$ cat src/rtl/vmap_pkg.sv
// Shared types, constants and helper functions of the video memory access ports.
`default_nettype none

package vmap_pkg;

  localparam int VRAM_BYTES    = 65536;
  localparam int OAM_BYTES     = 544;
  localparam int PALETTE_WORDS = 256;

  // Video and object memories are split into even and odd byte banks, one row per byte pair.
  localparam int VRAM_ROWS = VRAM_BYTES / 2;
  localparam int OAM_ROWS  = OAM_BYTES / 2;
  localparam int VROW_W    = $clog2(VRAM_ROWS);
  localparam int OROW_W    = $clog2(OAM_ROWS);
  localparam int PAL_AW    = $clog2(PALETTE_WORDS);

  typedef enum logic {
    CMD_READ  = 1'b0,
    CMD_WRITE = 1'b1
  } cmd_t;

  // Port offsets from the chip base.
  localparam logic [5:0] PORT_OAM_ADDR_LO  = 6'h02;
  localparam logic [5:0] PORT_OAM_ADDR_HI  = 6'h03;
  localparam logic [5:0] PORT_OAM_DATA     = 6'h04;
  localparam logic [5:0] PORT_VRAM_MODE    = 6'h15;
  localparam logic [5:0] PORT_VRAM_ADDR_LO = 6'h16;
  localparam logic [5:0] PORT_VRAM_ADDR_HI = 6'h17;
  localparam logic [5:0] PORT_VRAM_DATA_LO = 6'h18;
  localparam logic [5:0] PORT_VRAM_DATA_HI = 6'h19;
  localparam logic [5:0] PORT_CG_ADDR      = 6'h21;
  localparam logic [5:0] PORT_CG_DATA      = 6'h22;
  localparam logic [5:0] PORT_OAM_READ     = 6'h38;
  localparam logic [5:0] PORT_VRAM_READ_LO = 6'h39;
  localparam logic [5:0] PORT_VRAM_READ_HI = 6'h3a;
  localparam logic [5:0] PORT_CG_READ      = 6'h3b;

  // Address step selector in the video increment mode.
  localparam logic [1:0] STEP_ONE = 2'd0;
  localparam logic [1:0] STEP_32  = 2'd1;

  // Remap selector in the video increment mode.
  localparam logic [1:0] REMAP_NONE = 2'd0;
  localparam logic [1:0] REMAP_8    = 2'd1;
  localparam logic [1:0] REMAP_9    = 2'd2;

  typedef struct packed {
    logic              active;
    logic [VROW_W-1:0] addr;
  } clr_t;

  // Row of the video bank pair for a word address under the selected remap.
  function automatic logic [VROW_W-1:0] vmap_row(input logic [14:0] w,
                                                 input logic [1:0]  remap);
    logic [VROW_W-1:0] row;
    case (remap)
      REMAP_NONE: row = w;
      REMAP_8:    row = {w[14:8],  w[4:0], w[7:5]};
      REMAP_9:    row = {w[14:9],  w[5:0], w[8:6]};
      default:    row = {w[14:10], w[6:0], w[9:7]};
    endcase
    return row;
  endfunction

  function automatic logic [14:0] vmap_step(input logic [14:0] a,
                                            input logic [1:0]  sel);
    logic [14:0] n;
    case (sel)
      STEP_ONE: n = a + 15'd1;
      STEP_32:  n = a + 15'd32;
      default:  n = a + 15'd128;
    endcase
    return n;
  endfunction

  // Object RAM row; the high table folds to 0x200 + (addr & 0x1f).
  function automatic logic [OROW_W-1:0] oam_row(input logic [9:0] a);
    logic [OROW_W-1:0] row;
    if (a[9]) begin
      row = {1'b1, 4'b0000, a[4:1]};
    end else begin
      row = {1'b0, a[8:1]};
    end
    return row;
  endfunction

  // Swap the red and blue fields of a 15-bit color; bit 15 passes through.
  function automatic logic [15:0] rb_swap(input logic [15:0] c);
    return {c[15], c[4:0], c[9:5], c[14:10]};
  endfunction

  // Write-only ports: low nibble 4-6 or 8-a in the 0x0_, 0x1_ and 0x2_ rows.
  function automatic logic is_open_bus(input logic [5:0] p);
    return (p[5:4] != 2'b11) && (p[3] ^ p[2]) && (p[1:0] != 2'b11);
  endfunction

endpackage

`default_nettype wire

$ cat src/rtl/vmap_clear.sv
// Post-reset sweep that walks every memory row once to zero it.
`default_nettype none

module vmap_clear
  import vmap_pkg::*;
(
  input  wire logic clk,
  input  wire logic rst_n,
  output clr_t      clr
);

  localparam logic [VROW_W-1:0] CLR_LAST = VROW_W'(VRAM_ROWS - 1);

  logic              act_r;
  logic              act_nxt;
  logic [VROW_W-1:0] cnt_r;
  logic [VROW_W-1:0] cnt_nxt;

  always_comb begin
    act_nxt = act_r;
    cnt_nxt = cnt_r;
    if (act_r) begin
      cnt_nxt = cnt_r + VROW_W'(1);
      if (cnt_r == CLR_LAST) begin
        act_nxt = 1'b0;
      end
    end
  end

  always_ff @(posedge clk) begin
    if (!rst_n) begin
      act_r <= 1'b1;
      cnt_r <= '0;
    end else begin
      act_r <= act_nxt;
      cnt_r <= cnt_nxt;
    end
  end

  assign clr.active = act_r;
  assign clr.addr   = cnt_r;

endmodule

`default_nettype wire

$ cat config.mk
export PLATFORM = sky130hd
export DESIGN_NAME = vmap_clear
export DESIGN_NICKNAME = d
export VERILOG_FILES = /design/src/rtl/vmap_pkg.sv /design/src/rtl/vmap_clear.sv
export SDC_FILE = /design/constraint.sdc
export NUM_CORES = 1
export LEC_CHECK = 0
export BUFFER_PORTS_ARGS = -buffer_cell sky130_fd_sc_hd__buf_2
export CORE_UTILIZATION = 46
export DETAILED_ROUTE_END_ITERATION = 7
export GPL_ROUTABILITY_DRIVEN = 1
export MAX_ROUTING_LAYER = met4
export PLACE_DENSITY_LB_ADDON = 0.2
export SKIP_LAST_GASP = 1
export SYNTH_ARGS = -nofsm -noshare
export SYNTH_HDL_FRONTEND = slang
export SYNTH_SLANG_ARGS = --single-unit
$ cat constraint.sdc
create_clock -name clk -period 1.4 [get_ports clk]
set_input_delay 0.14 -clock clk [delete_from_list [all_inputs] [get_ports clk]]
set_output_delay 0.14 -clock clk [all_outputs]
set_load 0.05 [all_outputs]
==> out/summary.md, run 1 <==
Number of enable flip-flop cells after synthesis: 0. Once detail routing completed, the nets flagged for antenna violations numbered 0. During synthesis, Yosys emitted a total of 0 warnings. The number of slew-limit violations in the final report was 0; the area share of the leading cell type in the synthesized netlist was 39.6%. The H-tree depth is 1, and the detailed-route vias per instance is 5.66.

On the final layout, the worst clock skew is 5.25 ps. The quantity of hold-fixing buffers added after cts came out at 0. The ratio of total power to cell area is 793 mW/mm², and the total grt overflow is 0. Walking the worst path, the cells encountered are ha_4 -> inv_1 -> or4_1 -> a21oi_1.

In this run the core area contains 14 standard-cell rows. The standby leakage power came out at 0.383 nW. The number of antenna diodes in the final layout is 0.

The total area inside the core boundary comes to 0.00158 mm². Measured in cells, the most critical reg-to-reg path has a length of 4. Including well taps, the total number of placed cells is 122. The tools report the number of iterations in the first detailed-routing pass as 5. For the number of clock sinks seen by CTS, the log shows 16. The die is 44.0 µm tall. In the global route stage, overall resource usage came out at 20.5%.

The number of DRC violations after detailed routing came out at 0. Final cell count without fillers: 126. The number of filler instances in the final layout is 131. Setup slack closes at 19.6 ps. For the area after detailed placement, the log shows 963 µm². The flow ran to the end, and the final reports show no timing, DRC or antenna violations. The area growth from synthesis to layout is 23.5%.

The initial antenna violation count came out at 0. The worst setup path is launched from a flip-flop. Tracing the worst setup path back leads to its startpoint at cnt_r[0]$_SDFFE_PN0P_. The post-route cell area came out at 1000 µm². The number of nets handed over by synthesis was 90. The synthesized netlist cell count is 87, and the clock latency on the worst-skew pair is 290 ps.

The number of primary I/O pins came out at 18. The relative slew slack is 82.3%. The worst setup path endpoint was cnt_r[8]$_SDFFE_PN0P_.

The clock period could shrink to 1380 ps. The worst register-to-register path ends at cnt_r[8]$_SDFFE_PN0P_. The number of hold-slack violations in the final timing report was 0. The critical-path cell with the highest stage delay is sky130_fd_sc_hd__or4_1. The final critical path takes up 98.6% of the cycle. The tools report the critical path capture point type as a flip-flop. The average wire per cell in the routed design was 13.0 µm; the transition time of the tightest slew-check pin was 263 ps. For this run, the top clock speed supported by timing is 724 MHz. The most frequently used flop master after synthesis was sky130_fd_sc_hd__dfxtp_1.

The number of buffer cells added on primary ports works out to 17. The average size of a mapped cell was 9.30 µm²; the delay of the slowest critical-path stage was 510 ps. The startpoint identified for the worst register-to-register timing path is cnt_r[0]$_SDFFE_PN0P_.

OpenSTA, run right after detailed placement, puts the worst setup slack at 19.4 ps. The final weighted congestion in routability-driven placement was 0.778; the total setup buffers inserted after CTS was 0. The final-report setup violation count was 0; the fraction of registers with async set or reset after synthesis was 0%.

The tools report the maximum clock insertion buffer count as 2. The run gives 21 as the violation count after the first detailed-route iteration. The wire length reported by the detailed router is 1.63 mm. The proportion of layout cells with a drive suffix above 1 was 41.8%. The die is 44.0 µm wide. For this configuration, the core starts out at a cell density of 51.3%. STA puts the critical path data required time at 1620 ps. Wire length of the first global-routing pass: 2.81 mm.

The cell depth of the worst setup path is 4. In this run the register-to-register setup slack is 20 ps. Gate family responsible for the most delay along the worst path: simple AND/OR/NAND/NOR gates. Setup repair after global routing could not meet its margin everywhere.

After synthesis the cells add up to 810 µm². TritonCTS built the clock tree. Ranked by total cell area, the synthesized netlist is headed by sky130_fd_sc_hd__dfxtp_1 40%, sky130_fd_sc_hd__nor4_2 7.7%, sky130_fd_sc_hd__mux2i_1 7.4%. The tools report the count of cells resized by post-cts repair as 0.

After synthesis, flip-flops and latches occupy 39.6% of the total area. Class of the worst hold path: in2reg. The tools report the layout net count as 114. In this run, synthesis produced a sequential element count of 16. The tree is rooted in a sky130_fd_sc_hd__clkbuf_4.

In the post-synthesis netlist, the cell with the most instances is sky130_fd_sc_hd__dfxtp_1. For this run, the share of the core covered by cells in the final layout is 63.4%. The tool flagged a number of max-cap violations equal to 0.

Clock-pin slew was measured on the worst setup and hold paths at 90 ps. Summing all multi-input logic gate instances after layout gives 465 µm². The distinct cell type count of the synthesized netlist was 25; the maximum ir drop on the vdd rail was 0.000668 V.

Sorting the synthesized cells by how often they occur yields 16 x sky130_fd_sc_hd__dfxtp_1, 11 x sky130_fd_sc_hd__nand2_1, 6 x sky130_fd_sc_hd__mux2i_1. The post-DP HPWL is 1.21 mm, and the maximum number of pins on one net before global-route repair is 13. Buffers inserted during clock tree synthesis total 3.

The via count of the first global-routing pass is 671, and the buffers plus inverters on the worst setup path is 1. Across all layers, the routed design uses 713 vias. Data on the critical path arrives at its endpoint at 1600 ps. By startpoint and endpoint, the worst setup path is classified as reg2reg. The die covers 0.00193 mm². Dominant cell type by area after synthesis: sky130_fd_sc_hd__dfxtp_1. Sequential cell area in the final layout: 343 µm². The largest fanout on the critical path came out at 6.
-- worst min path at each step --
stage / depth (start not counted) / slack, ps / end / startpoint
floorplan: 2 / 300 / cnt_r[10]$_SDFFE_PN0P_ / rst_n
global placement: 2 / 440 / act_r$_SDFF_PN1_ / rst_n
detailed placement: 2 / 440 / act_r$_SDFF_PN1_ / rst_n
CTS: 2 / 150 / act_r$_SDFF_PN1_ / rst_n
global route: 2 / 150 / act_r$_SDFF_PN1_ / rst_n
finish: 2 / 150 / act_r$_SDFF_PN1_ / rst_n
-- where the power goes --
group	switching, W	internal (W)
Combinational	0.0000552	0.0000228
Sequential	0.0000107	0.000460
Clock	0.000141	0.000104
-- state kept, by name (all words and copies together) (netlist names) --
name,count
act_r,1
cnt_r,15
-- stage by stage --
| stage | power (W) | hold slack (ps) | TNS [ps] |
|---|---|---|---|
| 2_1_floorplan | 0.000538 | 296 | -0.126 |
| 3_3_place_gp | 0.000556 | 435 | 0 |
| 3_5_place_dp | 0.000560 | 444 | 0 |
| 4_1_cts | 0.000799 | 147 | 0 |
| 5_1_grt | 0.000829 | 153 | -108 |
| 6_report | 0.000793 | 150 | 0 |
-- metal layers --
metal	vias to the layer above	GRT usage (%)	routed length, µm
li1	364	-	-
met1	334	22.8	768
met2	13	33.7	777
met3	2	7.50	68
met4	0	7.27	18
met5	-	-	0
-- logic make-up (layout without fill, tap and decap cells) --
kind of cell    after synthesis  count (layout)  synth area share [%]
flops                        16              16                  39.6
simple gates                 41              41                  33.5
xor+xnor                      4               4                  4.33
compound gates               11              11                  8.04
buf+inv                       8              31                  5.56
fa+ha+maj                     1               1                  1.55
mux                           6               6                  7.42
-- final cells by class --
| type | count | area share (%) |
|---|---|---|
| clock buffers | 3 | 2.25 |
| clock inverters | 1 | 0.375 |
| inverters | 4 | 1.50 |
| multi-input cells | 63 | 46.6 |
| flip-flops and latches | 16 | 34.3 |
| well taps | 16 | 2.00 |
| repair buffers | 23 | 13.0 |
-- cells in the final DEF (no fill, tap or decap), types with 3 or more instances in the layout --
cell and count:
sky130_fd_sc_hd__buf_2 17, sky130_fd_sc_hd__nand2_1 11, sky130_fd_sc_hd__mux2i_1 6, sky130_fd_sc_hd__dfxtp_2 6
sky130_fd_sc_hd__dfxtp_1 6, sky130_fd_sc_hd__buf_4 6, sky130_fd_sc_hd__nand4_1 5, sky130_fd_sc_hd__nor2_1 5
sky130_fd_sc_hd__nand2b_1 5, sky130_fd_sc_hd__nor4_2 5, sky130_fd_sc_hd__a21oi_1 5, sky130_fd_sc_hd__o31ai_1 4
sky130_fd_sc_hd__or4_1 4, sky130_fd_sc_hd__dfxtp_4 4, sky130_fd_sc_hd__xor2_1 3, sky130_fd_sc_hd__clkbuf_4 3
(Power assumes the default switching activity.)
==> inputs of run 2 (changes only) <==
--- a/config.mk
+++ b/config.mk
@@ -6,7 +6,7 @@
 export NUM_CORES = 1
 export LEC_CHECK = 0
 export BUFFER_PORTS_ARGS = -buffer_cell sky130_fd_sc_hd__buf_2
-export CORE_UTILIZATION = 46
+export CORE_UTILIZATION = 55
 export DETAILED_ROUTE_END_ITERATION = 7
 export GPL_ROUTABILITY_DRIVEN = 1
 export MAX_ROUTING_LAYER = met4
==> constraint.sdc (replaced) <==
create_clock -name clk -period 1.76 [get_ports clk]
set_input_delay 0.176 -clock clk [delete_from_list [all_inputs] [get_ports clk]]
set_output_delay 0.176 -clock clk [all_outputs]
set_load 0.05 [all_outputs]
==> out/summary.md, run 2 (synthesized netlist as in run 1, its figures left out) <==
The run finished with clean final reports. The die span in y was 40.4 µm (-8.2%). The ratio of total power to cell area is 677 mW/mm² (-15%), and the sum of negative setup slack is 0 ps (unchanged). The remaining antenna violation count was 0 (unchanged). The die outline width was 40.4 µm (-8.2%). The run gives 119 (-5.6%) as the final cell count without fillers. The run gives 1.43 ps (-3.82 ps) as the worst setup skew after layout. The number of flip-flops in the largest register works out to 15 (unchanged).

The via count of the first global-routing pass is 581 (-13%). For the standard-cell row count, the log shows 13 (-1). In the layout the commonest cells are 17 x sky130_fd_sc_hd__buf_2, 15 x sky130_fd_sc_hd__dfxtp_1, 11 x sky130_fd_sc_hd__nand2_1.

The logs give 30.6% (+7.7 points) for the routing usage on met1 and 0.000458 V (-31%) for the maximum ir drop on the vdd rail. The run gives 37.7% (+4.0 points) as the global routing usage on met2. The tools report the maximum clock frequency as 629 MHz (-13%). The worst setup margin was 171 ps (+152 ps); the average wire per cell in the routed design was 13.5 µm (+3.9%). The quantity of hold-fixing buffers added after cts was 0 (unchanged); the count of cells resized by post-cts repair was 0 (unchanged). TritonCTS built the clock tree. The proportion of layout cells with a drive suffix above 1 works out to 29.8% (-12 points). The transition time of the tightest slew-check pin is 369 ps (+106 ps). The tools report the initial standard-cell utilization of the core as 60.7% (+9.3 points).

Setup repair after global routing left no endpoint under its margin. The standby leakage power came out at 0.347 nW (-9.4%). The detailed-route vias per instance works out to 5.76 (+1.9%).

The layout net count was 109 (-4.4%). STA classifies the critical path endpoint as a flip-flop. The critical path in this run is classified as reg2reg. The total track usage was 24.0% (+3.5 points). The maximum number of pins on one net before global-route repair was 15 (+2); the critical path data required time was 1970 ps (+350 ps). The area enclosed by the die boundary was 0.00163 mm² (-16%); the clock latency on the worst-skew pair was 280 ps (about the same). Number of buffer cells added on primary ports: 17 (unchanged). Number of vias in the routed layout: 686 (-3.8%). The run gives 0 (unchanged) as the number of hold-slack violations in the final timing report. The area growth from synthesis to layout was 13.0%.

The tools report the number of slew-limit violations in the final report as 0 (unchanged). The total setup buffers inserted after CTS is 0 (unchanged), and the number of instances in the placed design is 116 (-4.9%). For the H-tree depth, the log shows 1 (unchanged). For the minimum setup slack after placement, the log shows 199 ps (+179 ps). The logs give 2.55 mm (-9.1%) for the wire length of the first global-routing pass and 7 (-67%) for the violation count after the first detailed-route iteration.

The worst path arrival time is 1800 ps (+200 ps), and the number of buffers inserted during clock tree synthesis is 3 (unchanged). The final-report setup violation count was 0 (unchanged). The number of antenna repair diodes came out at 0 (unchanged).

The path class of the tightest hold or removal check is in2reg. The wire length reported by the detailed router is 1.60 mm (-1.9%). In this run the clock root is driven by a sky130_fd_sc_hd__clkbuf_4. The clock-pin slew on the worst setup and hold paths was 90 ps (about the same); the total grt overflow was 0 (unchanged).

The tools report the post-DP HPWL as 1.16 mm (-4.6%). The largest registers in the layout are cnt_r x15, act_r x1. The final critical delay including setup and external delays came out at 1590 ps (+208 ps). Largest fanout on the critical path: 14 (+8). The library cell used most frequently in the layout, excluding fill and tap cells, is sky130_fd_sc_hd__buf_2. The number of clock sinks seen by CTS is 16 (unchanged), and the count of maximum capacitance violations is 0 (unchanged). The relative slew slack is 75.3% (-7.0 points). The tools report the area of the core region as 0.00133 mm² (-15%). Ranked by flip-flop count, first place goes to cnt_r. The run gives 3.33% (-4.2 points) as the global-route track usage on met3. STA classifies the critical path startpoint as a flip-flop. For the number of primary I/O pins, the log shows 18 (unchanged). The number of DRC violations after detailed routing is 0 (unchanged), and the number of iterations in the first detailed-routing pass is 3 (-2).

The ratio of final minimum period to clock period works out to 90.3% (-8.3 points). The tools report the final weighted congestion in routability-driven placement as 0.829 (+6.5%). For the initial antenna violation count, the log shows 0 (unchanged).

The busiest layer in global routing was met2. The maximum clock insertion buffer count was 2 (unchanged).
[run 2: final cells by class]
class                      count  area, µm²
fill                         125        419
tap                           15       18.8
sequential                    16        322
multi-input combinational     63        444
inverter                       4       15.0
timing repair buffer          18       92.6
clock buffer                   3       22.5
[run 2: through the flow]
step	total power [W]	utilization [%]	area [µm²]	hold slack, ps
floorplan	0.000427	-	811	332
global placement	0.000438	66.9	892	467
detailed placement	0.000440	66.9	892	490
CTS	0.000627	68.6	915	196
global route	0.000646	68.6	915	224
finish	0.000619	68.6	915	201
[run 2: final timing paths]
kind / slack, ps / cells after the start / startpoint / end
worst max-delay path: 170 / 3 / cnt_r[2]$_SDFFE_PN0P_ / cnt_r[7]$_SDFFE_PN0P_
worst min-delay path: 200 / 2 / rst_n / act_r$_SDFF_PN1_
worst max register to register: 170 / 3 / cnt_r[2]$_SDFFE_PN0P_ / cnt_r[7]$_SDFFE_PN0P_
worst min register to register: 500 / 2 / cnt_r[14]$_SDFFE_PN0P_ / cnt_r[14]$_SDFFE_PN0P_
[run 2: worst max-delay path: stages (launching register included)]
cell and delay [ps]:
sky130_fd_sc_hd__dfxtp_1 440, sky130_fd_sc_hd__nand4_2 350, sky130_fd_sc_hd__or4_1 590, sky130_fd_sc_hd__a21oi_1 150
[run 2: metal layers]
metal / part of all wire, % / vias to the layer above / routed length, µm
met4: 1.1 / 0 / 17
met5: 0 / - / 0
met2: 47 / 15 / 758
met3: 3.4 / 2 / 55
met1: 48 / 317 / 770
li1: - / 352 / -
[run 2: report_power, final]
group / internal [W] / total [W] / switching, W
sequential: 0.000368 / 0.000376 / 0.00000782
clock: 0.0000792 / 0.000188 / 0.000109
combinational: 0.0000137 / 0.0000553 / 0.0000416
total: 0.000461 / 0.000619 / 0.000158
==> inputs of run 3 (changes only) <==
--- a/config.mk
+++ b/config.mk
@@ -6,7 +6,7 @@
 export NUM_CORES = 1
 export LEC_CHECK = 0
 export BUFFER_PORTS_ARGS = -buffer_cell sky130_fd_sc_hd__buf_2
-export CORE_UTILIZATION = 55
+export CORE_UTILIZATION = 25
 export DETAILED_ROUTE_END_ITERATION = 7
 export GPL_ROUTABILITY_DRIVEN = 1
 export MAX_ROUTING_LAYER = met4
==> out/summary.md, run 3 (synthesized netlist as in run 1, its figures left out) <==
The logs give 0.000161 V (-65%) for the maximum ir drop on the vdd rail and 936 µm² (+4.9%) for the area after detailed placement. The relative slew slack was 72.5% (-2.8 points). Sum of negative setup slack: 0 ps (unchanged). For the final-report setup violation count, the log shows 0 (unchanged). The largest registers in the layout are cnt_r x15, act_r x1.

The run gives 0 (unchanged) as the number of slew-limit violations in the final report. The buffers plus inverters on the worst setup path was 0 (unchanged). Leaving out fill and tap cells, the most frequent cell in the layout is sky130_fd_sc_hd__buf_2. On the critical path, the stage with the largest delay is an instance of sky130_fd_sc_hd__or4_1. The worst setup path is captured at a flip-flop.

The wire length of the first global-routing pass was 3.04 mm (+19%). The library cells used most frequently in the layout, excluding fill and tap cells, are 17 x sky130_fd_sc_hd__buf_2, 15 x sky130_fd_sc_hd__dfxtp_1, 11 x sky130_fd_sc_hd__nand2_1. The via count of the first global-routing pass was 673 (+16%). The flow ran to the end, and the final reports show no timing, DRC or antenna violations.

From synthesis to final layout, the design area changed by 20.1%. The tools report the clock latency on the worst-skew pair as 290 ps (about the same). The startpoint identified for the worst hold timing path is rst_n. Setup repair after global routing left no endpoint under its margin. The clock-pin slew on the worst setup and hold paths works out to 100 ps (about the same). The run gives 1.29 mm (+11%) as the post-DP HPWL. The worst register-to-register path ends at cnt_r[7]$_SDFFE_PN0P_. The run gives 11.9% (-12 points) as the total track usage.

The number of antenna repair diodes came out at 0 (unchanged). The run gives 0 (unchanged) as the initial antenna violation count. More flip-flops sit in one register than any other, and that register is cnt_r. The number of buffer cells added on primary ports was 17 (unchanged). The ratio of final minimum period to clock period was 91.1% (+0.87 points). The tools report the worst path arrival time as 1830 ps (+30 ps).

Largest fanout on the critical path: 14 (unchanged). Class of the worst hold path: in2reg. The signal on the critical path passes through nand4_2 -> or4_1 -> a21oi_1. The worst setup path is launched from a flip-flop.

The number of clock sinks seen by CTS is 16 (unchanged). Critical path class: reg2reg. The logs give 0 (unchanged) for the number of DRC violations after detailed routing and 0.686 (-17%) for the final weighted congestion in routability-driven placement.

In this run the critical register-to-register path is launched from cnt_r[3]$_SDFFE_PN0P_. The tools report the standby leakage power as 0.359 nW (+3.6%). Post-route cell area: 972 µm² (+6.3%). Clock tree synthesis selected as its root buffer the cell sky130_fd_sc_hd__clkbuf_4. Proportion of layout cells with a drive suffix above 1: 31.1% (+1.3 points). For the maximum clock frequency, the log shows 623 MHz (-0.95%). The violation count after the first detailed-route iteration is 14 (+7). TritonCTS built the clock tree. The average wire per cell in the routed design was 12.0 µm (-11%). Initial standard-cell utilization of the core: 26.5% (-34 points).

The maximum clock insertion buffer count came out at 2 (unchanged). The layout net count came out at 110 (+0.92%). The quantity of hold-fixing buffers added after cts was 0 (unchanged). The share of the core filled with cells in the final layout was 31.8% (-37 points); the number of hold-slack violations in the final timing report was 0 (unchanged). The worst-case hold path end point is act_r$_SDFF_PN1_. The remaining antenna violation count was 0 (unchanged); the number of vias in the routed layout was 711 (+3.6%). The die span in y is 58.9 µm (+46%). The standard-cell row count was 20 (+7). The logs give 0.00305 mm² (+130%) for the area of the core region and 0.00347 mm² (+110%) for the area enclosed by the die boundary.

Total grt overflow: 0 (unchanged). The number of primary I/O pins was 18 (unchanged). The final critical delay including setup and external delays is 1600 ps (+15.3 ps). The maximum number of pins on one net before global-route repair is 15 (unchanged). The count of maximum capacitance violations was 0 (unchanged).

Gate family responsible for the most delay along the worst path: simple AND/OR/NAND/NOR gates. The transition time of the tightest slew-check pin was 411 ps (+41.9 ps). The H-tree depth is 1 (unchanged). The die outline width came out at 58.9 µm (+46%).

The detailed-route vias per instance was 4.74 (-18%); the wire length reported by the detailed router was 1.81 mm (+13%). The critical path data required time is 1980 ps (about the same), and the number of iterations in the first detailed-routing pass is 4 (+1). The total setup buffers inserted after CTS is 0 (unchanged), and the number of flip-flops in the largest register is 15 (unchanged). The count of cells resized by post-cts repair is 0 (unchanged).

The power after layout was 0.000686 W (+11%); the delay of the slowest critical-path stage was 580 ps (about the same). The worst setup skew after layout is 0.908 ps (-0.520 ps), and the hold-critical path depth is 2 (unchanged). The worst reg2reg path depth was 3 (unchanged). The tools report the setup slack on the worst flop-to-flop path as 160 ps (-20 ps). The ratio of total power to cell area is 706 mW/mm² (+4.2%), and the number of buffers inserted during clock tree synthesis is 3 (unchanged).
-- run 3: changes by cell type in the layout (fill, tap and decap cells not counted), sizes merged --
| cell | delta |
|---|---|
| clkbuf | +1 |
| buf | +1 |
-- run 3: worst max-delay path by stage --
stage                                        to  depth (start not counted)                   from  slack, ps
after CTS                 cnt_r[8]$_SDFFE_PN0P_                          3  cnt_r[3]$_SDFFE_PN0P_        170
after detailed placement  cnt_r[8]$_SDFFE_PN0P_                          3  cnt_r[3]$_SDFFE_PN0P_        190
after global placement    cnt_r[8]$_SDFFE_PN0P_                          4  cnt_r[1]$_SDFFE_PN0P_        260
after global routing      cnt_r[7]$_SDFFE_PN0P_                          3  cnt_r[3]$_SDFFE_PN0P_          2
after floorplan           cnt_r[8]$_SDFFE_PN0P_                          4  cnt_r[1]$_SDFFE_PN0P_          3
final                     cnt_r[7]$_SDFFE_PN0P_                          3  cnt_r[3]$_SDFFE_PN0P_        160
-- run 3: cell type report --
class                      instances  area, µm²
fill                             357       2080
timing repair buffer              19        100
clock buffer                       4       36.3
tap                               44       55.1
sequential                        16        322
multi-input combinational         63        444
inverter                           4       15.0
-- run 3: power breakdown --
group / total, W / internal, W / switching (W)
Clock: 0.000252 / 0.000126 / 0.000126
Combinational: 0.0000591 / 0.0000153 / 0.0000438
Sequential: 0.000375 / 0.000368 / 0.00000680
Total: 0.000686 / 0.000509 / 0.000177
-- run 3: metrics by stage --
stage | cells | hold slack (ps) | setup slack, ps
after floorplan | 87 | 332 | 3.09
after global placement | 146 | 473 | 260
after detailed placement | 146 | 484 | 190
after CTS | 150 | 188 | 169
after global routing | 150 | 221 | 1.82
final | 150 | 191 | 156
-- run 3: per-layer routing --
metal / GRT usage (%) / part of all wire, %
met5: - / 0
met4: 6.12 / 1.2
met3: 1.32 / 2.8
met2: 18.8 / 49
met1: 15.0 / 47
